--- config.mk ---
export PLATFORM = sky130hd
export DESIGN_NAME = noise_value_false_color_map_top
export DESIGN_NICKNAME = d
export VERILOG_FILES = /design/src/sv/nvfcm_pkg.sv /design/src/sv/nvfcm_prep.sv /design/src/sv/nvfcm_scale.sv /design/src/sv/nvfcm_seg.sv /design/src/sv/nvfcm_ramp.sv /design/src/sv/noise_value_false_color_map_top.sv
export SDC_FILE = /design/constraint.sdc
export NUM_CORES = 1
export LEC_CHECK = 0
export ABC_AREA = 1
export BUFFER_PORTS_ARGS = -buffer_cell sky130_fd_sc_hd__buf_2
export CAP_MARGIN = 10
export CORE_ASPECT_RATIO = 1.75
export CORE_MARGIN = 3
export CORE_UTILIZATION = 55
export CTS_CLUSTER_DIAMETER = 200
export DETAILED_ROUTE_END_ITERATION = 8
export PLACE_DENSITY = 0.83
export RECOVER_POWER = 25
export SLEW_MARGIN = 20
export SYNTH_ARGS = -nofsm -noshare
export SYNTH_HDL_FRONTEND = slang
export SYNTH_SLANG_ARGS = --single-unit
--- constraint.sdc ---
create_clock -name i_clk -period 12.4 [get_ports i_clk]
set_input_delay 0 -clock i_clk [delete_from_list [all_inputs] [get_ports i_clk]]
set_output_delay 0 -clock i_clk [all_outputs]
set_load 0.01 [all_outputs]
--- src/sv/nvfcm_pkg.sv ---
// ----------------------------------------------------------------------------
// nvfcm_pkg
// Shared constants, codes and stage payload types for the noise value
// false-color map pipeline.
// ----------------------------------------------------------------------------
package nvfcm_pkg;

    localparam int NOISE_FRAC_BITS = 15;

    // sample and offset widths: range -2^F..2^F needs F+2 bits
    localparam int NV_W    = NOISE_FRAC_BITS + 2;
    localparam int TDATA_W = ((NV_W + 7) / 8) * 8;
    localparam int OFF_W   = NOISE_FRAC_BITS + 2;
    localparam int MAG_W   = NOISE_FRAC_BITS + 1;

    // hue in units of 1/2^(F+1) degree
    localparam int     HUE_SCALE = 360;
    localparam longint HQ_MAX    = longint'(HUE_SCALE) << (NOISE_FRAC_BITS + 1);
    localparam int     HQ_W      = $clog2(HQ_MAX + 1);
    localparam longint SEG       = longint'(240) << NOISE_FRAC_BITS;
    localparam int     D_W       = $clog2(SEG + 1);

    // 255 / (240 * 2^F) == 17 / 2^(F+4)
    localparam int RAMP_MUL = 17;
    localparam int RAMP_SH  = NOISE_FRAC_BITS + 4;
    localparam int RAMP_PW  = D_W + 5;

    localparam int COLOR_W  = 8;
    localparam int GRAY_MUL = 255;
    localparam int GRAY_SH  = NOISE_FRAC_BITS + 1;
    localparam int GRAY_PW  = OFF_W + COLOR_W;
    localparam logic [COLOR_W-1:0] COLOR_MAX = COLOR_W'(255);

    localparam int MODE_W = 3;
    localparam logic [MODE_W-1:0] MODE_GRAY = 3'd0;
    localparam logic [MODE_W-1:0] MODE_BW   = 3'd1;
    localparam logic [MODE_W-1:0] MODE_RGB  = 3'd2;
    localparam logic [MODE_W-1:0] MODE_CYM  = 3'd3;
    localparam logic [MODE_W-1:0] MODE_MIX  = 3'd4;

    typedef enum logic [1:0] {
        KIND_GRAY,
        KIND_BW,
        KIND_RGB,
        KIND_CYM
    } t_kind;

    typedef enum logic [1:0] {
        PART_LO,
        PART_MID,
        PART_HI
    } t_part;

    typedef struct packed {
        t_kind            kind;
        logic             neg;
        logic [OFF_W-1:0] hue_in;
    } t_s1;

    typedef struct packed {
        t_kind              kind;
        logic               neg;
        logic [COLOR_W-1:0] gray;
        logic [HQ_W-1:0]    hq;
    } t_s2;

    typedef struct packed {
        t_kind              kind;
        logic               neg;
        logic [COLOR_W-1:0] gray;
        t_part              part;
        logic [D_W-1:0]     seg_pos;
    } t_s3;

    typedef struct packed {
        logic [COLOR_W-1:0] blue;
        logic [COLOR_W-1:0] green;
        logic [COLOR_W-1:0] red;
    } t_pixel;

endpackage

--- src/sv/nvfcm_prep.sv ---
// ----------------------------------------------------------------------------
// nvfcm_prep
// Stage 1: saturates the sample, picks the map kind and the hue operand.
// ----------------------------------------------------------------------------
module nvfcm_prep
    import nvfcm_pkg::*;
(
    input  logic              i_clk,
    input  logic              i_rst_n,
    input  logic              i_valid,
    output logic              o_ready,
    input  logic [NV_W-1:0]   i_sample,
    input  logic [MODE_W-1:0] i_mode,
    output logic              o_valid,
    input  logic              i_ready,
    output t_s1               o_stage
);

    localparam logic signed [NV_W-1:0] ONE_P = NV_W'(longint'(1) << NOISE_FRAC_BITS);
    localparam logic signed [NV_W-1:0] ONE_N = -ONE_P;

    logic                   r_valid;
    t_s1                    r_stage;
    t_s1                    n_stage;
    logic signed [NV_W-1:0] w_v;
    logic signed [NV_W-1:0] w_sat;
    logic signed [NV_W-1:0] w_abs;
    logic [OFF_W-1:0]       w_off;
    logic [MAG_W-1:0]       w_mag;

    assign o_ready = !r_valid || i_ready;
    assign o_valid = r_valid;
    assign o_stage = r_stage;

    always_comb begin
        w_v = i_sample;
        if (w_v < ONE_N) begin
            w_sat = ONE_N;
        end else if (w_v > ONE_P) begin
            w_sat = ONE_P;
        end else begin
            w_sat = w_v;
        end
        w_off = OFF_W'(w_sat + ONE_P);
        w_abs = w_sat[NV_W-1] ? -w_sat : w_sat;
        w_mag = w_abs[MAG_W-1:0];

        n_stage.neg    = w_sat[NV_W-1];
        n_stage.hue_in = w_off;
        case (i_mode)
            MODE_BW:  n_stage.kind = KIND_BW;
            MODE_RGB: n_stage.kind = KIND_RGB;
            MODE_CYM: n_stage.kind = KIND_CYM;
            MODE_MIX: begin
                // 720*|v| == 360*(2*|v|)
                n_stage.kind   = w_sat[NV_W-1] ? KIND_CYM : KIND_RGB;
                n_stage.hue_in = {w_mag, 1'b0};
            end
            default:  n_stage.kind = KIND_GRAY;
        endcase
    end

    always_ff @(posedge i_clk) begin
        if (!i_rst_n) begin
            r_valid <= 1'b0;
        end else if (o_ready) begin
            r_valid <= i_valid;
        end
    end

    always_ff @(posedge i_clk) begin
        if (o_ready) begin
            r_stage <= n_stage;
        end
    end

endmodule

--- src/sv/nvfcm_scale.sv ---
// ----------------------------------------------------------------------------
// nvfcm_scale
// Stage 2: scales the operand to a hue and forms the gray level.
// ----------------------------------------------------------------------------
module nvfcm_scale
    import nvfcm_pkg::*;
(
    input  logic i_clk,
    input  logic i_rst_n,
    input  logic i_valid,
    output logic o_ready,
    input  t_s1  i_stage,
    output logic o_valid,
    input  logic i_ready,
    output t_s2  o_stage
);

    logic               r_valid;
    t_s2                r_stage;
    t_s2                n_stage;
    logic [GRAY_PW-1:0] w_gray_p;

    assign o_ready = !r_valid || i_ready;
    assign o_valid = r_valid;
    assign o_stage = r_stage;

    always_comb begin
        w_gray_p     = GRAY_PW'(i_stage.hue_in) * GRAY_PW'(GRAY_MUL);
        n_stage.kind = i_stage.kind;
        n_stage.neg  = i_stage.neg;
        n_stage.gray = COLOR_W'(w_gray_p >> GRAY_SH);
        n_stage.hq   = HQ_W'(HQ_W'(i_stage.hue_in) * HQ_W'(HUE_SCALE));
    end

    always_ff @(posedge i_clk) begin
        if (!i_rst_n) begin
            r_valid <= 1'b0;
        end else if (o_ready) begin
            r_valid <= i_valid;
        end
    end

    always_ff @(posedge i_clk) begin
        if (o_ready) begin
            r_stage <= n_stage;
        end
    end

endmodule

--- src/sv/nvfcm_seg.sv ---
// ----------------------------------------------------------------------------
// nvfcm_seg
// Stage 3: finds the 120-degree segment and the distance into it.
// ----------------------------------------------------------------------------
module nvfcm_seg
    import nvfcm_pkg::*;
(
    input  logic i_clk,
    input  logic i_rst_n,
    input  logic i_valid,
    output logic o_ready,
    input  t_s2  i_stage,
    output logic o_valid,
    input  logic i_ready,
    output t_s3  o_stage
);

    localparam logic [HQ_W-1:0] SEG1 = HQ_W'(SEG);
    localparam logic [HQ_W-1:0] SEG2 = HQ_W'(2 * SEG);

    logic            r_valid;
    t_s3             r_stage;
    t_s3             n_stage;
    logic [HQ_W-1:0] w_start;
    logic [HQ_W-1:0] w_dist;

    assign o_ready = !r_valid || i_ready;
    assign o_valid = r_valid;
    assign o_stage = r_stage;

    always_comb begin
        n_stage.kind = i_stage.kind;
        n_stage.neg  = i_stage.neg;
        n_stage.gray = i_stage.gray;
        if (i_stage.hq < SEG1) begin
            n_stage.part = PART_LO;
            w_start      = '0;
        end else if (i_stage.hq < SEG2) begin
            n_stage.part = PART_MID;
            w_start      = SEG1;
        end else begin
            // top segment includes exactly 360 degrees (distance == SEG)
            n_stage.part = PART_HI;
            w_start      = SEG2;
        end
        w_dist          = i_stage.hq - w_start;
        n_stage.seg_pos = w_dist[D_W-1:0];
    end

    always_ff @(posedge i_clk) begin
        if (!i_rst_n) begin
            r_valid <= 1'b0;
        end else if (o_ready) begin
            r_valid <= i_valid;
        end
    end

    always_ff @(posedge i_clk) begin
        if (o_ready) begin
            r_stage <= n_stage;
        end
    end

endmodule

--- src/sv/nvfcm_ramp.sv ---
// ----------------------------------------------------------------------------
// nvfcm_ramp
// Stage 4: evaluates the rising and falling ramps and holds the output pixel.
// ----------------------------------------------------------------------------
module nvfcm_ramp
    import nvfcm_pkg::*;
(
    input  logic   i_clk,
    input  logic   i_rst_n,
    input  logic   i_valid,
    output logic   o_ready,
    input  t_s3    i_stage,
    output logic   o_valid,
    input  logic   i_ready,
    output t_pixel o_pixel
);

    localparam logic [D_W-1:0] SEG_D = D_W'(SEG);

    logic               r_valid;
    t_pixel             r_pixel;
    t_pixel             n_pixel;
    logic [RAMP_PW-1:0] w_up_p;
    logic [RAMP_PW-1:0] w_dn_p;
    logic [COLOR_W-1:0] w_up;
    logic [COLOR_W-1:0] w_dn;

    assign o_ready = !r_valid || i_ready;
    assign o_valid = r_valid;
    assign o_pixel = r_pixel;

    always_comb begin
        w_up_p = RAMP_PW'(i_stage.seg_pos) * RAMP_PW'(RAMP_MUL);
        w_dn_p = RAMP_PW'(SEG_D - i_stage.seg_pos) * RAMP_PW'(RAMP_MUL);
        w_up   = COLOR_W'(w_up_p >> RAMP_SH);
        w_dn   = COLOR_W'(w_dn_p >> RAMP_SH);
        n_pixel = '0;
        case (i_stage.kind)
            KIND_BW: begin
                n_pixel.red   = i_stage.neg ? '0 : COLOR_MAX;
                n_pixel.green = n_pixel.red;
                n_pixel.blue  = n_pixel.red;
            end
            KIND_RGB: begin
                case (i_stage.part)
                    PART_LO: begin
                        n_pixel.red  = w_up;
                        n_pixel.blue = w_dn;
                    end
                    PART_MID: begin
                        n_pixel.green = w_up;
                        n_pixel.red   = w_dn;
                    end
                    default: begin
                        n_pixel.blue  = w_up;
                        n_pixel.green = w_dn;
                    end
                endcase
            end
            KIND_CYM: begin
                case (i_stage.part)
                    PART_LO: begin
                        n_pixel.red   = w_dn;
                        n_pixel.green = w_up;
                        n_pixel.blue  = w_up;
                    end
                    PART_MID: begin
                        n_pixel.red   = w_up;
                        n_pixel.green = w_up;
                        n_pixel.blue  = w_dn;
                    end
                    default: begin
                        n_pixel.red   = w_up;
                        n_pixel.green = w_dn;
                        n_pixel.blue  = w_up;
                    end
                endcase
            end
            default: begin
                n_pixel.red   = i_stage.gray;
                n_pixel.green = i_stage.gray;
                n_pixel.blue  = i_stage.gray;
            end
        endcase
    end

    always_ff @(posedge i_clk) begin
        if (!i_rst_n) begin
            r_valid <= 1'b0;
        end else if (o_ready) begin
            r_valid <= i_valid;
        end
    end

    always_ff @(posedge i_clk) begin
        if (o_ready) begin
            r_pixel <= n_pixel;
        end
    end

endmodule

--- src/sv/noise_value_false_color_map_top.sv ---
// Each accepted input transaction passes four register stages (saturate, scale,
// segment, ramp); throughput is one pixel per cycle unless m_axis stalls.
// Each stage has its own valid bit and ready, so bubbles collapse.
// Reset (i_rst_n low, synchronous): all stage valid bits clear, color_mode
// returns to gray (0).
// ----------------------------------------------------------------------------
// noise_value_false_color_map_top
// Maps a signed Q15 noise sample to an RGB pixel under a configured mode.
// ----------------------------------------------------------------------------
module noise_value_false_color_map_top
    import nvfcm_pkg::*;
(
    input  logic                 i_clk,
    input  logic                 i_rst_n,
    input  logic                 i_cfg_valid,
    output logic                 o_cfg_ready,
    input  logic [MODE_W-1:0]    i_cfg_data,      // color_mode
    input  logic                 s_axis_tvalid,
    output logic                 s_axis_tready,
    input  logic [TDATA_W-1:0]   s_axis_tdata,    // noise_value, zero pad
    output logic                 m_axis_tvalid,
    input  logic                 m_axis_tready,
    output logic [3*COLOR_W-1:0] m_axis_tdata     // red, green, blue
);

    logic [MODE_W-1:0] r_color_mode;
    logic   w_s1_valid;
    logic   w_s1_ready;
    t_s1    w_s1;
    logic   w_s2_valid;
    logic   w_s2_ready;
    t_s2    w_s2;
    logic   w_s3_valid;
    logic   w_s3_ready;
    t_s3    w_s3;
    t_pixel w_pixel;

    assign o_cfg_ready = 1'b1;

    always_ff @(posedge i_clk) begin
        if (!i_rst_n) begin
            r_color_mode <= MODE_GRAY;
        end else if (i_cfg_valid && o_cfg_ready) begin
            r_color_mode <= i_cfg_data;
        end
    end

    nvfcm_prep u_prep (
        .i_clk    (i_clk),
        .i_rst_n  (i_rst_n),
        .i_valid  (s_axis_tvalid),
        .o_ready  (s_axis_tready),
        .i_sample (s_axis_tdata[NV_W-1:0]),
        .i_mode   (r_color_mode),
        .o_valid  (w_s1_valid),
        .i_ready  (w_s1_ready),
        .o_stage  (w_s1)
    );

    nvfcm_scale u_scale (
        .i_clk   (i_clk),
        .i_rst_n (i_rst_n),
        .i_valid (w_s1_valid),
        .o_ready (w_s1_ready),
        .i_stage (w_s1),
        .o_valid (w_s2_valid),
        .i_ready (w_s2_ready),
        .o_stage (w_s2)
    );

    nvfcm_seg u_seg (
        .i_clk   (i_clk),
        .i_rst_n (i_rst_n),
        .i_valid (w_s2_valid),
        .o_ready (w_s2_ready),
        .i_stage (w_s2),
        .o_valid (w_s3_valid),
        .i_ready (w_s3_ready),
        .o_stage (w_s3)
    );

    nvfcm_ramp u_ramp (
        .i_clk   (i_clk),
        .i_rst_n (i_rst_n),
        .i_valid (w_s3_valid),
        .o_ready (w_s3_ready),
        .i_stage (w_s3),
        .o_valid (m_axis_tvalid),
        .i_ready (m_axis_tready),
        .o_pixel (w_pixel)
    );

    assign m_axis_tdata = w_pixel;

    // input side only backs up when every stage holds an item and the sink stalls
    a_full_stall: assert property (@(posedge i_clk) disable iff (!i_rst_n)
        s_axis_tready == (!(w_s1_valid && w_s2_valid && w_s3_valid && m_axis_tvalid)
                          || m_axis_tready))
        else $error("input ready does not match pipeline occupancy");

    // an accepted input transaction always lands in stage 1
    a_enter: assert property (@(posedge i_clk) disable iff (!i_rst_n)
        (s_axis_tvalid && s_axis_tready) |=> w_s1_valid)
        else $error("accepted transaction lost at stage 1");

    // a blocked stage holds its item
    a_s1_hold: assert property (@(posedge i_clk) disable iff (!i_rst_n)
        (w_s1_valid && !w_s1_ready) |=> (w_s1_valid && $stable(w_s1)))
        else $error("stage 1 item changed while stalled");

    a_s3_hold: assert property (@(posedge i_clk) disable iff (!i_rst_n)
        (w_s3_valid && !w_s3_ready) |=> (w_s3_valid && $stable(w_s3)))
        else $error("stage 3 item changed while stalled");

endmodule
==> results of run 1 <==
## worst register-to-register path: stages (launching register included)
cell and delay [ns]:
edfxtp_1 0.58, inv_1 0.12, fa_1 0.60, fa_1 0.57, inv_1 0.07, fa_1 0.54
inv_1 0.06, fa_1 0.55, inv_1 0.05, ha_1 0.31, nand2_1 0.10, nor2_1 0.09
nand2_1 0.05, nand2_1 0.10, a21oi_1 0.10, o21ai_0 0.44, nand3_1 0.19, nand2_1 0.14
nand2_1 0.06, nand2_1 0.07, xor2_1 0.06
## through the flow
| step | std cells | setup WS, ns | hold WS (ns) | instance area (sq um) |
|---|---|---|---|---|
| after floorplan | 1538 | 8.05 | 0.118 | 12800 |
| after global placement | 1871 | 7.52 | 0.233 | 13400 |
| after detailed placement | 1871 | 7.40 | 0.255 | 13400 |
| after CTS | 1916 | 7.33 | 0.00213 | 14100 |
| after global routing | 1916 | 7.04 | 0.0334 | 14100 |
| final | 1916 | 7.30 | 0.0208 | 14100 |
## cells by family after synthesis
group,count (synthesis),share of synthesized area (%)
AOI/OAI and AO/OA,199,8.50
xor gates and xnor gates,50,3.53
adders and majority gates,247,30.2
buffers and inverters,340,10.2
DFF,117,26.9
muxes,1,0.0781
other,1,0.0293
and+or+nand+nor,583,20.6
## registers in the layout, summed over array words and instances (netlist names)
signal and count:
u_seg.o_stage 33, u_ramp.o_pixel 24, u_seg.o_valid 1, u_prep.o_stage 20, r_color_mode 3, u_scale.o_valid 1
u_ramp.o_valid 1, u_scale.o_stage 33, u_prep.o_valid 1
## worst min path at each step
stage	endpoint	slack, ns	depth (start not counted)
2_1_floorplan	u_scale.o_valid	0.12	1
3_3_place_gp	r_color_mode[2]	0.23	3
5_1_grt	u_prep.o_stage[16]	0.03	3
3_5_place_dp	u_prep.o_valid	0.25	3
4_1_cts	u_prep.o_stage[17]	0.002	1
6_report	u_prep.o_stage[15]	0.02	4
## area by class of cell
class	count	area [sq um]	share of cell area, %
Sequential cell	117	3440	24.5
Clock inverter	13	180	1.28
Inverter	320	1200	8.54
Timing Repair Buffer	66	367	2.61
Tap cell	300	375	2.67
Multi-Input combinational cell	1081	8060	57.3
Clock buffer	19	433	3.08
## what timing repair did
item / in CTS / in global routing
hold buffers: 13 / 0
setup buffers: 0 / 0
resized for setup: 0 / 0
setup endpoints to repair: 0 / 0
hold endpoints to repair: 8 / 0
## layer usage
metal  track usage, %  share of wire, %
met1             22.7                32
met2             49.9                58
met3             3.26               3.3
met4             16.8               6.9
met5                0                 0
## layout by cell type, fill, tap and decap left out, drive strengths merged, types with 3 or more instances in the layout
cell / n
a21boi: 3
a21o: 6
a21oi: 93
buf: 26
bufinv: 4
clkbuf: 46
clkinv: 6
dfxtp: 7
dlygate4sd3: 13
edfxtp: 110
fa: 103
ha: 144
inv: 322
nand2: 292
nand3: 136
nand3b: 7
nand4: 16
nor2: 111
nor3: 13
nor4: 4
o211ai: 6
o21a: 3
o21ai: 73
o21bai: 3
o22ai: 3
xnor2: 14
xor2: 36
==> out/summary.txt, run 1 <==
die height = 208 um
Hold WC Path Type = in2reg
initial drt markers = 720
Remaining Overflow, GRT = 0
Worst-path clk slew = 0.06 ns
Buf/Inv on CP = 4
most frequent CP cell = nand2_1
final layout net count = 1882
final core occ = 61.6%
largest net degree at the start of global routing = 36
Setup TNS = 0 ns
crit path capture type = flip-flop
critical-path cell list = inv_1 > fa_1 > fa_1 > inv_1 > fa_1 > inv_1 > fa_1 > inv_1 > ha_1 > nand2_1 > nor2_1 > nand2_1 > nand2_1 > a21oi_1 > o21ai_0 > nand3_1 > nand2_1 > nand2_1 > nand2_1 > xor2_1
Crit path depth = 20
r2r startpoint = u_prep.o_stage[3]
root buffer cell = clkbuf_16
port buffer count = 50
die area = 25200 sq um
ys async rst share = 0%
most frequent cells after synthesis = inv_1 (314), nand2_1 (283), ha_1 (144), nand3_1 (125), edfxtp_1 (110)
first-pass GRT wire length = 50.7 mm
Netlist cell types = 52
Reg2Reg Depth = 20
Max stage delay on crit path = 0.60 ns
Primary FF master, synth = edfxtp_1
status = complete, no violations
Crit path max-delay family = adder cells
Fin. Hold Viols = 0
max_cap viols = 0
drt wl/cell = 15.9 um
final wirelength = 30.5 mm
Pins Over Slew Limit = 0
relative slew slack = 13.7%
Final Skew = 0.00978 ns
Crit Path Max Fanout = 7
Die X = 121 um
Sink Count = 117
IO Pins = 59
Seq/Total Area, Yosys = 26.9%
Synth area leader = edfxtp_1
FF-to-FF End = u_scale.o_stage[30]
kind of critical path = reg2reg
CTS tree = done
total number of yosys warnings = 0
top cell type's share of synthesized area = 25.8%
Mapped Area = 12800 sq um
actual slew at the worst max-slew pin = 1.30 ns
via count = 10.6k
RePlAce Congestion = 0.965
area grow syn2layout = 9.73%
Req. time, crit path = 12.58 ns
layout cell share with drive strength beyond 1 = 6.37%
syn_nets = 1817
Worst Hold Launch = s_axis_tdata[15]
later-pin clock latency in the skew report = 0.43 ns
Post-DP HPWL = 24.6 mm
H-tree depth = 4
final setup violation count = 0
Core ar. = 22800 sq um
count leader, synth = inv_1
vias per cell = 5.53
Max Freq = 196 MHz
fillers = 1883
slowest CP cell = fa_1
DRC viols = 0
arrival time at the worst endpoint = 5.27 ns
fin crit period = 5.10 ns
Synth Instances = 1538
Critical Path Start Type = flip-flop
RSZ-0062 raised after global routing = no
Area contributors post-synth = edfxtp_1 (26%), fa_1 (16%), ha_1 (14%), inv_1 (9.2%), nand2_1 (8.3%)
All-Layer GR Usage = 25.2%
CTS buffer count = 17
n_diodes = 0
Worst Setup EP = u_scale.o_stage[30]
Critical Path Start = u_prep.o_stage[3]
initial antenna violation count = 0
row count = 73
Initial Utilization = 56.1%
crit share post-route = 41.1%
setup slack, reg-to-reg = 7.30 ns
synthesized area per cell = 8.33 sq um
EDFF count, synth = 110
synthesized flop and latch total = 117
First-pass DRT Iterations = 7
Clock Tree Buf Depth = 2
vias in the first global route = 11.3k
antenna viol nets, final = 0
Power of run 1 is left out: the tool's default activity adds up to more than one toggle a clock period on the data nets, which glitch-free logic cannot reach.
==> inputs of run 2 (changes only) <==
==> constraint.sdc (replaced) <==
create_clock -name i_clk -period 4.9 [get_ports i_clk]
set_input_delay 0 -clock i_clk [delete_from_list [all_inputs] [get_ports i_clk]]
set_output_delay 0 -clock i_clk [all_outputs]
set_load 0.01 [all_outputs]
==> run 2 against run 1 <==
  * Design area increased by 1.3%
  * Final cell count grew 1.1%
  * First-iteration DRC count is 20% lower
==> out/summary.txt, run 2 (same netlist as run 1, synthesis figures left out) <==
status = complete, no violations (unchanged)
critical-path cell list = fa_1 > fa_1 > fa_1 > inv_1 > fa_1 > inv_1 > ha_1 > nand2_1 > nor4_1 > nand3_1 > o211ai_1 > xor2_1 (was inv_1 > fa_1 > fa_1 > inv_1 > fa_1 > inv_1 > fa_1 > inv_1 > ha_1 > nand2_1 > nor2_1 > nand2_1 > nand2_1 > a21oi_1 > o21ai_0 > nand3_1 > nand2_1 > nand2_1 > nand2_1 > xor2_1)
Clock Tree Buf Depth = 2 (unchanged)
Crit path depth = 12 (was 20)
dpl cells = 1883 (was 1871)
most frequent cells in the layout = inv_1 (314), nand2_1 (283), ha_1 (144), nand3_1 (125), edfxtp_1 (110) (was inv_1 (313), nand2_1 (283), ha_1 (144), nand3_1 (125), edfxtp_1 (110))
final core occ = 62.4% (was 61.6%)
Final Skew = 0.00978 ns (about the same)
H-tree depth = 4 (unchanged)
metal2 WL = 17.8 mm (was 17.6 mm)
RePlAce Congestion = 0.985 (was 0.965)
Sink Count = 117 (unchanged)
n_diodes = 0 (unchanged)
Req. time, crit path = 5.06 ns (was 12.58 ns)
Multi-input gate area = 8060 sq um (unchanged)
Critical Path Start = u_prep.o_stage[15] (was u_prep.o_stage[3])
Initial Utilization = 56.1% (unchanged)
final worst slack = 0.252 ns (was 7.30 ns)
arrival time at the worst endpoint = 4.81 ns (was 5.27 ns)
antenna viol nets, final = 0 (unchanged)
layout cell share with drive strength beyond 1 = 7.63% (was 6.37%)
port buffer count = 50 (unchanged)
Critical Path Start Type = flip-flop (unchanged)
drt wl/cell = 16.5 um (was 15.9 um)
RSZ-0062 raised after global routing = no (unchanged)
First-pass DRT Iterations = 6 (was 7)
Post-DP HPWL = 25.1 mm (was 24.6 mm)
vias per cell = 5.56 (was 5.53)
fin crit period = 4.65 ns (was 5.10 ns)
Min-Delay Path Depth = 3 (was 4)
most frequent CP cell = fa_1 (was nand2_1)
DRC viols = 0 (unchanged)
area grow syn2layout = 11.2% (was 9.73%)
slowest CP cell = edfxtp_1 (was fa_1)
DP Worst Slack = 0.155 ns (was 7.40 ns)
Crit path max-delay family = adder cells (unchanged)
final setup violation count = 0 (unchanged)
final cell count without fillers = 1938 (was 1916)
IO Pins = 59 (unchanged)
Worst Hold Launch = s_axis_tdata[8] (was s_axis_tdata[15])
Reg2Reg Depth = 12 (was 20)
crit share post-route = 94.8% (was 41.1%)
Worst-path clk slew = 0.06 ns (about the same)
FF+latch area = 3440 sq um (unchanged)
final layout net count = 1904 (was 1882)
vias in the first global route = 11.4k (was 11.3k)
crit path capture type = flip-flop (unchanged)
Setup TNS = 0 ns (unchanged)
kind of critical path = reg2reg (unchanged)
Core ar. = 22800 sq um (unchanged)
CTS tree = done (unchanged)
Pins Over Slew Limit = 0 (unchanged)
highest metal used = met4 (unchanged)
initial drt markers = 578 (was 720)
Max stage delay on crit path = 0.67 ns (was 0.60 ns)
fillers = 1919 (was 1883)
max_cap viols = 0 (unchanged)
root buffer cell = clkbuf_16 (unchanged)
Die X = 121 um (unchanged)
Max Freq = 215 MHz (was 196 MHz)
Crit Path Max Fanout = 7 (unchanged)
actual slew at the worst max-slew pin = 1.31 ns (was 1.30 ns)
via count = 10.8k (was 10.6k)
relative slew slack = 12.9% (was 13.7%)
Fin. Hold Viols = 0 (unchanged)
All-Layer GR Usage = 26.1% (was 25.2%)
CTS buffer count = 17 (unchanged)
die area = 25200 sq um (unchanged)
row count = 73 (unchanged)
r2r startpoint = u_prep.o_stage[15] (was u_prep.o_stage[3])
later-pin clock latency in the skew report = 0.43 ns (about the same)
Hold WC Path Type = in2reg (unchanged)
Remaining Overflow, GRT = 0 (unchanged)
largest net degree at the start of global routing = 36 (unchanged)
first-pass GRT wire length = 52.2 mm (was 50.7 mm)
commonest non-fill, non-tap cell in the layout = inv_1 (unchanged)
met3 wire length = 1.27 mm (was 1.02 mm)
final wirelength = 32.0 mm (was 30.5 mm)
initial antenna violation count = 0 (unchanged)
M1 WL = 10.2 mm (was 9.70 mm)
Buf/Inv on CP = 2 (was 4)
die height = 208 um (unchanged)
run 2: cell types whose count changed in the layout (fill, tap and decap cells not counted), sizes merged:
cell | before | now
inv | 322 | 324
dlygate4sd3 | 13 | 14
clkinvlp | 1 | 2
clkbuf | 46 | 45
clkinv | 6 | 4
buf | 26 | 47
run 2: timing repair:
| action | 4_1_cts | 5_1_grt |
|---|---|---|
| endpoints found under the setup margin | 0 | 3 |
| resized for setup | 0 | 1 |
| buffers inserted | 0 | 9 |
| hold buffers | 14 | 0 |
| hold endpoints to repair | 9 | 0 |
run 2: path summary, 6_finish.rpt:
kind	slack [ns]	to
hold / removal	0.02	u_prep.o_stage[8]
setup reg to reg	0.25	u_scale.o_stage[32]
setup / recovery	0.25	u_scale.o_stage[32]
hold reg to reg	0.41	u_seg.o_stage[33]
run 2: tightest hold or removal path: cells and delay by family:
family,cells,cell delay [ns]
AO/OA/AOI/OAI,1,0.07
buffers and inverters,1,0.11
AND/OR/NAND/NOR,1,0.09
run 2: area by class of cell:
| class | instances | share of cell area, % |
|---|---|---|
| Clock buffer | 18 | 3.01 |
| Multi-Input combinational cell | 1081 | 56.6 |
| Timing Repair Buffer | 88 | 3.75 |
| Tap cell | 300 | 2.64 |
| Sequential cell | 117 | 24.2 |
| Inverter | 320 | 8.43 |
| Clock inverter | 14 | 1.40 |
run 2: metrics by stage:
step / hold slack (ns) / cell area (sq um)
final: 0.0166 / 14200
after global routing: 0.0563 / 14200
after detailed placement: 0.233 / 13400
after floorplan: 0.118 / 12800
after CTS: 0.00867 / 14200
after global placement: 0.224 / 13400
run 2: metal layers:
metal,track usage [%],up-vias
li1,-,5169
met4,20.0,0
met2,50.3,424
met5,0,-
met1,23.2,5022
met3,3.75,159
Power of run 2 is left out for the same reason.
